## src/rtl/cfks_pkg.sv

```systemverilog
// Shared operation codes, status codes and result record for the key-search FIFO.
package cfks_pkg;

   typedef logic [1:0] op_type;
   typedef logic [1:0] status_type;

   localparam op_type OP_ENQUEUE = 2'd0;
   localparam op_type OP_DEQUEUE = 2'd1;
   localparam op_type OP_SEARCH  = 2'd2;

   localparam status_type ST_DONE  = 2'd0;
   localparam status_type ST_FULL  = 2'd1;
   localparam status_type ST_EMPTY = 2'd2;

   typedef struct packed {
      status_type status;
      logic       found;
      logic [2:0] position;
      logic [3:0] level;
      logic       is_empty;
      logic       is_full;
   } result_type;

endpackage

```

## src/rtl/cfks_store.sv

```systemverilog
// Entry memory with one write port and one registered read port.
module cfks_store import cfks_pkg::*; #(
   parameter int DEPTH = 8,
   localparam int SW = $clog2(DEPTH)
) (
   input  logic                clock,
   input  logic                wr_en,
   input  logic [SW-1:0]       wr_addr,
   input  logic signed [31:0]  wr_data,
   input  logic [SW-1:0]       rd_addr,
   output logic signed [31:0]  rd_data
);

   logic signed [31:0] mem [DEPTH];
   logic signed [31:0] rd_data_ff;

   always_ff @(posedge clock) begin
      if (wr_en) begin
         mem[wr_addr] <= wr_data;
      end
      rd_data_ff <= mem[rd_addr];
   end

   assign rd_data = rd_data_ff;

endmodule

```

## src/rtl/cfks_ctrl.sv

```systemverilog
// Sequencer with head, tail and occupancy pointers and the shared key comparator.
module cfks_ctrl import cfks_pkg::*; #(
   parameter int DEPTH = 8,
   localparam int SW = $clog2(DEPTH),
   localparam int CW = $clog2(DEPTH + 1)
) (
   input  logic               clock,
   input  logic               reset,
   input  logic               req_valid,
   output logic               req_ready,
   input  op_type             req_operation,
   input  logic signed [31:0] req_value,
   output logic               wr_en,
   output logic [SW-1:0]      wr_addr,
   output logic signed [31:0] wr_data,
   output logic [SW-1:0]      rd_addr,
   input  logic signed [31:0] rd_data,
   output logic               res_valid,
   input  logic               res_ready,
   output result_type         res
);

   localparam int PW = (SW > 3) ? SW : 3;
   localparam int LW = (CW > 4) ? CW : 4;

   typedef enum logic [1:0] {S_IDLE, S_SCAN, S_RESP} state_type;

   state_type          state_ff;
   logic [SW-1:0]      head_ff;
   logic [SW-1:0]      tail_ff;
   logic [CW-1:0]      occ_ff;
   logic [SW-1:0]      cmp_slot_ff;
   logic [CW-1:0]      cmp_cnt_ff;
   logic signed [31:0] key_ff;
   status_type         status_ff;
   logic               found_ff;
   logic [SW-1:0]      pos_ff;

   logic               accept;
   logic               is_full;
   logic               is_empty;
   logic               match;
   logic               last;
   logic [PW-1:0]      pos_ext;
   logic [LW-1:0]      level_ext;

   function automatic logic [SW-1:0] next_slot(input logic [SW-1:0] s);
      return (s == SW'(DEPTH - 1)) ? '0 : s + 1'b1;
   endfunction

   always_comb begin
      req_ready = (state_ff == S_IDLE);
      accept    = req_valid && req_ready;
      is_full   = (occ_ff == CW'(DEPTH));
      is_empty  = (occ_ff == '0);
      wr_en     = accept && (req_operation == OP_ENQUEUE) && !is_full;
      wr_addr   = tail_ff;
      wr_data   = req_value;
      rd_addr   = (state_ff == S_SCAN) ? next_slot(cmp_slot_ff) : head_ff;
      match     = (rd_data == key_ff);
      last      = (CW'(cmp_cnt_ff + 1'b1) == occ_ff);
      pos_ext   = PW'(pos_ff);
      level_ext = LW'(occ_ff);
      res_valid = (state_ff == S_RESP);
      res.status   = status_ff;
      res.found    = found_ff;
      res.position = pos_ext[2:0];
      res.level    = level_ext[3:0];
      res.is_empty = is_empty;
      res.is_full  = is_full;
   end

   always_ff @(posedge clock) begin
      if (reset) begin
         state_ff <= S_IDLE;
         head_ff  <= '0;
         tail_ff  <= '0;
         occ_ff   <= '0;
      end else begin
         unique case (state_ff)
            S_IDLE: begin
               if (accept) begin
                  key_ff    <= req_value;
                  found_ff  <= 1'b0;
                  pos_ff    <= '0;
                  unique case (req_operation)
                     OP_ENQUEUE: begin
                        state_ff <= S_RESP;
                        if (is_full) begin
                           status_ff <= ST_FULL;
                        end else begin
                           status_ff <= ST_DONE;
                           tail_ff   <= next_slot(tail_ff);
                           occ_ff    <= occ_ff + 1'b1;
                        end
                     end
                     OP_DEQUEUE: begin
                        state_ff <= S_RESP;
                        if (is_empty) begin
                           status_ff <= ST_EMPTY;
                        end else begin
                           status_ff <= ST_DONE;
                           head_ff   <= next_slot(head_ff);
                           occ_ff    <= occ_ff - 1'b1;
                        end
                     end
                     OP_SEARCH: begin
                        status_ff <= ST_DONE;
                        if (!is_empty) begin
                           cmp_slot_ff <= head_ff;
                           cmp_cnt_ff  <= '0;
                           state_ff    <= S_SCAN;
                        end else begin
                           state_ff    <= S_RESP;
                        end
                     end
                     default: begin
                        status_ff <= ST_DONE;
                        state_ff  <= S_RESP;
                     end
                  endcase
               end
            end
            S_SCAN: begin
               if (match) begin
                  found_ff <= 1'b1;
                  pos_ff   <= cmp_slot_ff;
                  state_ff <= S_RESP;
               end else if (last) begin
                  state_ff <= S_RESP;
               end else begin
                  cmp_slot_ff <= next_slot(cmp_slot_ff);
                  cmp_cnt_ff  <= cmp_cnt_ff + 1'b1;
               end
            end
            S_RESP: begin
               if (res_ready) begin
                  state_ff <= S_IDLE;
               end
            end
            default: begin
               state_ff <= S_IDLE;
            end
         endcase
      end
   end

endmodule

```

## src/rtl/circular_fifo_with_key_search.sv

```systemverilog
// Top level of the ring-buffer FIFO with key search and its result register.
//
// The req channel carries one operation per beat: enqueue a word at the tail,
// dequeue the head, or search the held entries from head to tail for a key.
// Every req beat yields exactly one rsp beat with the status, the search hit
// and slot, and the fill level with its empty and full flags.
// Only one operation is in flight at a time, and req_ready is high only while
// the sequencer is idle.
// Enqueue and dequeue pass through the response state into the rsp register.
// A search compares one stored entry per cycle through the single comparator
// and the registered memory read port, and stops at the first hit or last entry.
// The rsp outputs come from a register, so the next req beat can be accepted
// while a result still waits; a stalled receiver holds the sequencer only
// once a second result is ready.
// Reset empties the queue and clears both pointers; the entry memory is not
// cleared, since only written slots are ever compared.
module circular_fifo_with_key_search import cfks_pkg::*; #(
   parameter int DEPTH = 8
) (
   input  logic               clock,
   input  logic               reset,
   input  logic               req_valid,
   output logic               req_ready,
   input  logic [1:0]         req_operation,
   input  logic signed [31:0] req_value,
   output logic               rsp_valid,
   input  logic               rsp_ready,
   output logic [1:0]         rsp_status,
   output logic               rsp_found,
   output logic [2:0]         rsp_position,
   output logic [3:0]         rsp_level,
   output logic               rsp_is_empty,
   output logic               rsp_is_full
);

   localparam int SW = $clog2(DEPTH);

   logic               wr_en;
   logic [SW-1:0]      wr_addr;
   logic signed [31:0] wr_data;
   logic [SW-1:0]      rd_addr;
   logic signed [31:0] rd_data;
   logic               res_valid;
   logic               res_ready;
   result_type         res;
   logic               rsp_valid_ff;
   result_type         rsp_ff;

   cfks_ctrl #(.DEPTH(DEPTH)) u_ctrl (
      .clock         (clock),
      .reset         (reset),
      .req_valid     (req_valid),
      .req_ready     (req_ready),
      .req_operation (req_operation),
      .req_value     (req_value),
      .wr_en         (wr_en),
      .wr_addr       (wr_addr),
      .wr_data       (wr_data),
      .rd_addr       (rd_addr),
      .rd_data       (rd_data),
      .res_valid     (res_valid),
      .res_ready     (res_ready),
      .res           (res)
   );

   cfks_store #(.DEPTH(DEPTH)) u_store (
      .clock   (clock),
      .wr_en   (wr_en),
      .wr_addr (wr_addr),
      .wr_data (wr_data),
      .rd_addr (rd_addr),
      .rd_data (rd_data)
   );

   assign res_ready = !rsp_valid_ff || rsp_ready;

   always_ff @(posedge clock) begin
      if (reset) begin
         rsp_valid_ff <= 1'b0;
      end else if (res_valid && res_ready) begin
         rsp_valid_ff <= 1'b1;
      end else if (rsp_ready) begin
         rsp_valid_ff <= 1'b0;
      end
   end

   always_ff @(posedge clock) begin
      if (res_valid && res_ready) begin
         rsp_ff <= res;
      end
   end

   assign rsp_valid    = rsp_valid_ff;
   assign rsp_status   = rsp_ff.status;
   assign rsp_found    = rsp_ff.found;
   assign rsp_position = rsp_ff.position;
   assign rsp_level    = rsp_ff.level;
   assign rsp_is_empty = rsp_ff.is_empty;
   assign rsp_is_full  = rsp_ff.is_full;

endmodule
```

## config.mk

```make
export PLATFORM = sky130hd
export DESIGN_NAME = circular_fifo_with_key_search
export DESIGN_NICKNAME = d
export VERILOG_FILES = /design/src/rtl/cfks_pkg.sv /design/src/rtl/cfks_store.sv /design/src/rtl/cfks_ctrl.sv /design/src/rtl/circular_fifo_with_key_search.sv
export SDC_FILE = /design/constraint.sdc
export NUM_CORES = 1
export LEC_CHECK = 0
export BUFFER_PORTS_ARGS = -buffer_cell sky130_fd_sc_hd__buf_2
export CAP_MARGIN = 20
export CORE_ASPECT_RATIO = 1.75
export CORE_UTILIZATION = 40
export CTS_BUF_LIST = sky130_fd_sc_hd__clkbuf_8
export DETAILED_ROUTE_END_ITERATION = 8
export GPL_TIMING_DRIVEN = 0
export PLACE_DENSITY = 0.59
export SYNTH_ARGS = -nofsm -noshare
export SYNTH_HDL_FRONTEND = slang
export SYNTH_HIERARCHICAL = 1
export SYNTH_SLANG_ARGS = --single-unit
```

## constraint.sdc

```tcl
create_clock -name clock -period 5.4 [get_ports clock]
set_input_delay 0.81 -clock clock [delete_from_list [all_inputs] [get_ports clock]]
set_output_delay 0.81 -clock clock [all_outputs]
set_load 0.01 [all_outputs]
```

# Word level (Yosys, flattened, before mapping)

Memories as Yosys holds them, arrays and structs flattened. A register that Yosys moved wholly into a read port is not among the register bits.
Index checks and enable logic that the tools add are counted.

Eq/ne operators: 20
Bitwise gates (word level): 3
Multiplexer cells: 39
Add/sub/neg operators: 6
Reductions and logical operators: 20

Operators by type and width:

| cell                                                | count |
|---|---|
| two-way mux 3 bit                                   | 11 |
| equality test 32 bit                                | 1 |
| two-way mux 4 bit                                   | 7 |
| case mux 4 bit (2 select lines)                     | 2 |
| two-way mux 2 bit                                   | 7 |
| case mux 3 bit (2 select lines)                     | 2 |
| AND reduction 4 bit                                 | 3 |
| != test 2 bit, second input constant                | 5 |
| adder 3 x 1 -> 3 bit, second input constant         | 3 |
| equality test 3 bit, second input constant          | 3 |
| adder 4 x 1 -> 4 bit, second input constant         | 2 |
| != test 2 x 1 -> 1 bit, second input constant       | 4 |
| two-way mux 1 bit                                   | 7 |
| AND reduction 7 bit                                 | 1 |
| case mux 2 bit (3 select lines)                     | 1 |
| AND reduction 3 bit                                 | 2 |
| nonzero test 2 bit                                  | 3 |
| AND reduction 5 bit                                 | 1 |
| equality test 2 x 1 -> 1 bit, second input constant | 2 |
| equality test 2 bit, second input constant          | 2 |
| equality test 4 bit                                 | 1 |
| equality test 4 bit, second input constant          | 1 |
| logical AND 1 bit                                   | 4 |
| logical NOT 2 bit                                   | 2 |
| other kinds (8)                                     | 11 |

Memory bits (writable): 256
Output and inout bits: 14
Logic and storage cells: 106
Memories: 1
Bits in registers: 70
Input port bits: 38

Memory list:

| memory      | words | width | read ports | clocked after memory_dff | wr ports | RTL line         | source |
|---|---|---|---|---|---|---|---|
| u_store.mem | 8     | 32    | 1          | 1                        | 1        | cfks_store.sv:14 | `logic signed [31:0] mem [DEPTH];` |

# Logic depth before layout (Yosys ltp)

Depth in word-level cells: 6
Mapped depth: 8
Depth with buffers taken out: 8

# Modules after synthesis

The synthesis kept the hierarchy.

Modules (own cells, without submodules):

| module                        | sequential area each (um^2) | area an instance (um^2) | cells each | times used |
|---|---|---|---|---|
| cfks_store                    | 8328.0                      | 10466.3                 | 415        | 1 |
| cfks_ctrl                     | 1591.5                      | 2847.7                  | 228        | 1 |
| circular_fifo_with_key_search | 380.4                       | 415.4                   | 17         | 1 |

# Worst setup path after synthesis

OpenSTA, ideal clock, no wires.

Path type: input port to flip-flop
Start: in req_valid
End: mem u_store.mem[4][0], enable pin
Setup time: 461 ps
Cell stages on the path: 4
Buffers on the path: 0
Arrival: 3972 ps
Path slack: 967 ps
Data required time: 4939 ps
Cell sequence: nand2_1 -> nor4_1 -> nand2_1 -> nor3_1

Cells in the longest elaborated chain, start to end: 5

Ends and longest elaborated chain:

| what                                    | RTL line                            | source |
|---|---|---|
| start: declaration                      | circular_fifo_with_key_search.sv:22 | `input logic req_valid,` |
| logical AND 1 bit                       | cfks_ctrl.sv:53                     | `accept = req_valid && req_ready;` |
| logical AND 1 bit (2 in series)         | cfks_ctrl.sv:56                     | `wr_en = accept && (req_operation == OP_ENQUEUE) && !is_full;` |
| named net wr_en                         | circular_fifo_with_key_search.sv:38 | `logic wr_en;` |
| two-way mux 1 bit                       | cfks_store.sv:18                    | `if (wr_en) begin` |
| two-way mux 1 bit (not written as such) | cfks_store.sv:19                    | `mem[wr_addr] <= wr_data;` |
| end: declaration                        | cfks_store.sv:14                    |  |

The timed path passes the listed nets, and every way through them passes these cells.

# Worst setup path after layout

Start: reg u_ctrl.state_ff[0]
End: mem u_store.mem[0][29], enable pin

Cells in the longest elaborated chain, start to end: 6

Ends and longest elaborated chain:

| what                                    | RTL line                            | source |
|---|---|---|
| start: declaration                      | cfks_ctrl.sv:28                     | `state_type state_ff;` |
| start signal: assignment                | cfks_ctrl.sv:75                     | `state_ff <= S_IDLE;` |
| start signal: assignment                | cfks_ctrl.sv:88                     | `state_ff <= S_RESP;` |
| start signal: assignment                | cfks_ctrl.sv:98                     | `state_ff <= S_RESP;` |
| logical NOT 2 bit                       | cfks_ctrl.sv:52                     | `req_ready = (state_ff == S_IDLE);` |
| logical AND 1 bit                       | cfks_ctrl.sv:53                     |  |
| logical AND 1 bit (2 in series)         | cfks_ctrl.sv:56                     |  |
| named net wr_en                         | circular_fifo_with_key_search.sv:38 |  |
| two-way mux 1 bit                       | cfks_store.sv:18                    |  |
| two-way mux 1 bit (not written as such) | cfks_store.sv:19                    |  |

The timed path passes the listed nets, and every way through them passes these cells.

==> impl_metrics.ini <==
[status]
outcome = completed

[synthesis]
syn_nets = 708
ys_seq_elements = 358
synthArstFlopShare = 0
synthFlopType = edfxtp_1
syn_inst = 660
syn-cell-area_sq_um = 13730
synth_edf_count = 313
synth_cell_types = 47
yosysWarnings = 6
syn_avg_cell_area_sq_um = 20.80
synth_seq_area_share = 0.7502

[power_and_ir_drop]
total_power_mw = 5.379
intPower_mw = 4.205
leakage_nw = 5.286
peakVddDrop_mv = 0.1608
swShare = 0.2182
p_seq_frac = 0.575
combPwrFrac = 0.052
powerDensity_nw_per_um2 = 340.0
power_switching_mw = 1.173
p_clk_frac = 0.374

[global_routing]
grt_pass1_wl_microns = 42930
grt_max_degree = 22
grt_pass1_vias = 7045
grtUsageTotal = 0.1719
gr-total-overflow = 0
antenna_found_initial = 0

[clocking]
clockBufferDepth = 3
cts_root_buf = clkbuf_8
worstSkewPairLatency_ns = 0.59
htreeDepth = 2
cts_inserted_buffers = 50
hold_buffers = 0
cts.clk_slew.worst_paths_ns = 0.07
post_cts_resized = 0
cts_tree = yes
clock-sinks = 358
cts_setup_buffers = 0

[placement]
dp_slack_ns = 1.120
port_buffers = 51
gp_congestion = 0.7361
place_area_sq_um = 14860
dp_cells = 1181
dp_hpwl_microns = 18180

[sta]
finalHoldViolations = 0
setup_viol = 0
fin_crit_sh = 0.6287
max_slew.worst_pin.slew_ns = 0.8783
holdWs_ns = 0.4041
maxSlewHeadroom = 0.4131
finalWorstSetupSlack_ns = 2.005
rsz0062_at_grt = no
post-route-min-period_ns = 3.395
tns_ns = 0
fmax_ghz = 0.2946
slew_viol_final = 0
final.setup_skew_ns = 0.02277

[final_layout]
fillers = 2837
final_core_util = 0.4688
diodes = 0
fin_nets = 826
final_common_cell = edfxtp_1
layout_common_cells = edfxtp_1, buf_2, clkbuf_8, dfxtp_1, mux4_1
fin_cells = 1273
final_layout_size_suffix_gt1_frac = 0.3142
area_delta_synth_final_pct = 15.21
fin_area_sq_um = 15820

[die]
initial_core_util = 0.4069
die_w_microns = 142.1
rows = 89
ios = 52
die-height_microns = 247.1
core-area_sq_um = 33740
fp.dieArea_sq_um = 35100

[worst_setup_path]
cp.arrival_ns = 3.68
path_cells = nor2_1, nand2_1, nor4_2, nand2b_1, nor3_2, buf_6, buf_6, buf_6
cpMostUsedCell = buf_6
startpoint_type = flop
crit_path_max_incr_delay_ns = 0.71
crit_slowest_cell = nor3_2
cp_max_fo = 8
worstPathRequired_ns = 5.68
path_class = flop to flop
cp-end-kind = flop

[detailed_routing]
vias = 6324
drt_iter0_markers = 384
vias_per_cell = 4.968
drc_errors = 0
first_pass_iters = 4
ant_nets = 0
drt-wirelength-per-cell_microns = 22.30
routed_wl_microns = 28390

[min_path]
hold_class = input port to flop

[job]
cap_violations = 0
-- synth_stat cells (all sizes together) (2+ instances only) --
master / count / share of area
nand2b: 6 / 0.0033
nand2: 13 / 0.0036
mux4: 64 / 0.12
dfxtp: 45 / 0.066
buf: 52 / 0.028
xor2: 4 / 0.0026
nor3: 3 / 0.0011
and2: 7 / 0.0036
inv: 6 / 0.0016
mux2: 32 / 0.026
a41o: 2 / 0.0015
nor2: 21 / 0.0057
nand4: 9 / 0.0041
mux2i: 6 / 0.0044
xnor2: 37 / 0.024
edfxtp: 313 / 0.68
clkbuf: 3 / 0.00082
nor4: 4 / 0.0018
nor4b: 2 / 0.0017
a21oi: 5 / 0.0021
ha: 9 / 0.0082
-- power by group through the flow --
stage                     Sequential [mW]  Combinational (mW)  Clock, mW
after global placement               3.15               0.260          0
final                                3.09               0.277       2.01
after CTS                            3.09               0.283       2.06
after floorplan                      3.15               0.178          0
after detailed placement             3.15               0.282          0
after global routing                 3.09               0.301       2.18
-- worst max-delay path: cells and delay by family (launching register included) --
family | cells | cell delay [ns]
buffers and inverters | 3 | 0.63
AND/OR/NAND/NOR | 5 | 2.06
flip-flops | 1 | 0.38
-- flip-flops by register name, indices dropped and copies added (netlist names), 4 cells and up --
register,flops
u_ctrl/cmp_cnt_ff,4
u_store/mem,256
rsp_level,4
u_ctrl/level_ext,4
u_ctrl/key_ff,32
u_store/rd_data,32
-- cell type report --
cell class              count  area (sq um)  area share
plain buffers              55         399.1     0.02523
clock inverters            39         224.0     0.01416
multi-input cells         241          3077      0.1945
inverters                   6         22.52    0.001424
clock buffers              53         729.5     0.04612
repair buffers             66         496.7     0.03140
well taps                 455         569.3     0.03599
flip-flops and latches    358         10300      0.6512
-- layer usage --
metal,part of all wire,track usage,vias to the layer above
met3,0.035,0.02556,53
met4,0.032,0.07021,0
met2,0.57,0.3330,140
li1,-,-,2869
met5,0,0,-
met1,0.36,0.1820,3262
-- path summary, 6_finish.rpt --
path                                   startpoint                            to  slack [ns]  cells after the start
setup reg to reg  u_ctrl/state_ff[0]$_SDFFE_PP0P_  u_store/mem[0][29]$_DFFE_PP_        2.01                      8
hold / removal                       req_value[8]    u_ctrl/key_ff[8]$_DFFE_PP_        0.40                      1
setup / recovery  u_ctrl/state_ff[0]$_SDFFE_PP0P_  u_store/mem[0][29]$_DFFE_PP_        2.01                      8
hold reg to reg   u_ctrl/pos_ext[2]$_SDFFCE_PN0P_     rsp_position[2]$_DFFE_PP_        0.42                      0
-- kinds of logic after synthesis --
family                     synth area share
AOI/OAI and AO/OA                  0.007383
xor gates and xnor gates            0.02615
adders and majority gates          0.009660
buffers and inverters               0.03071
DFF                                  0.7502
muxes                                0.1465
and+or+nand+nor                     0.02935
(Power assumes the default switching activity.)
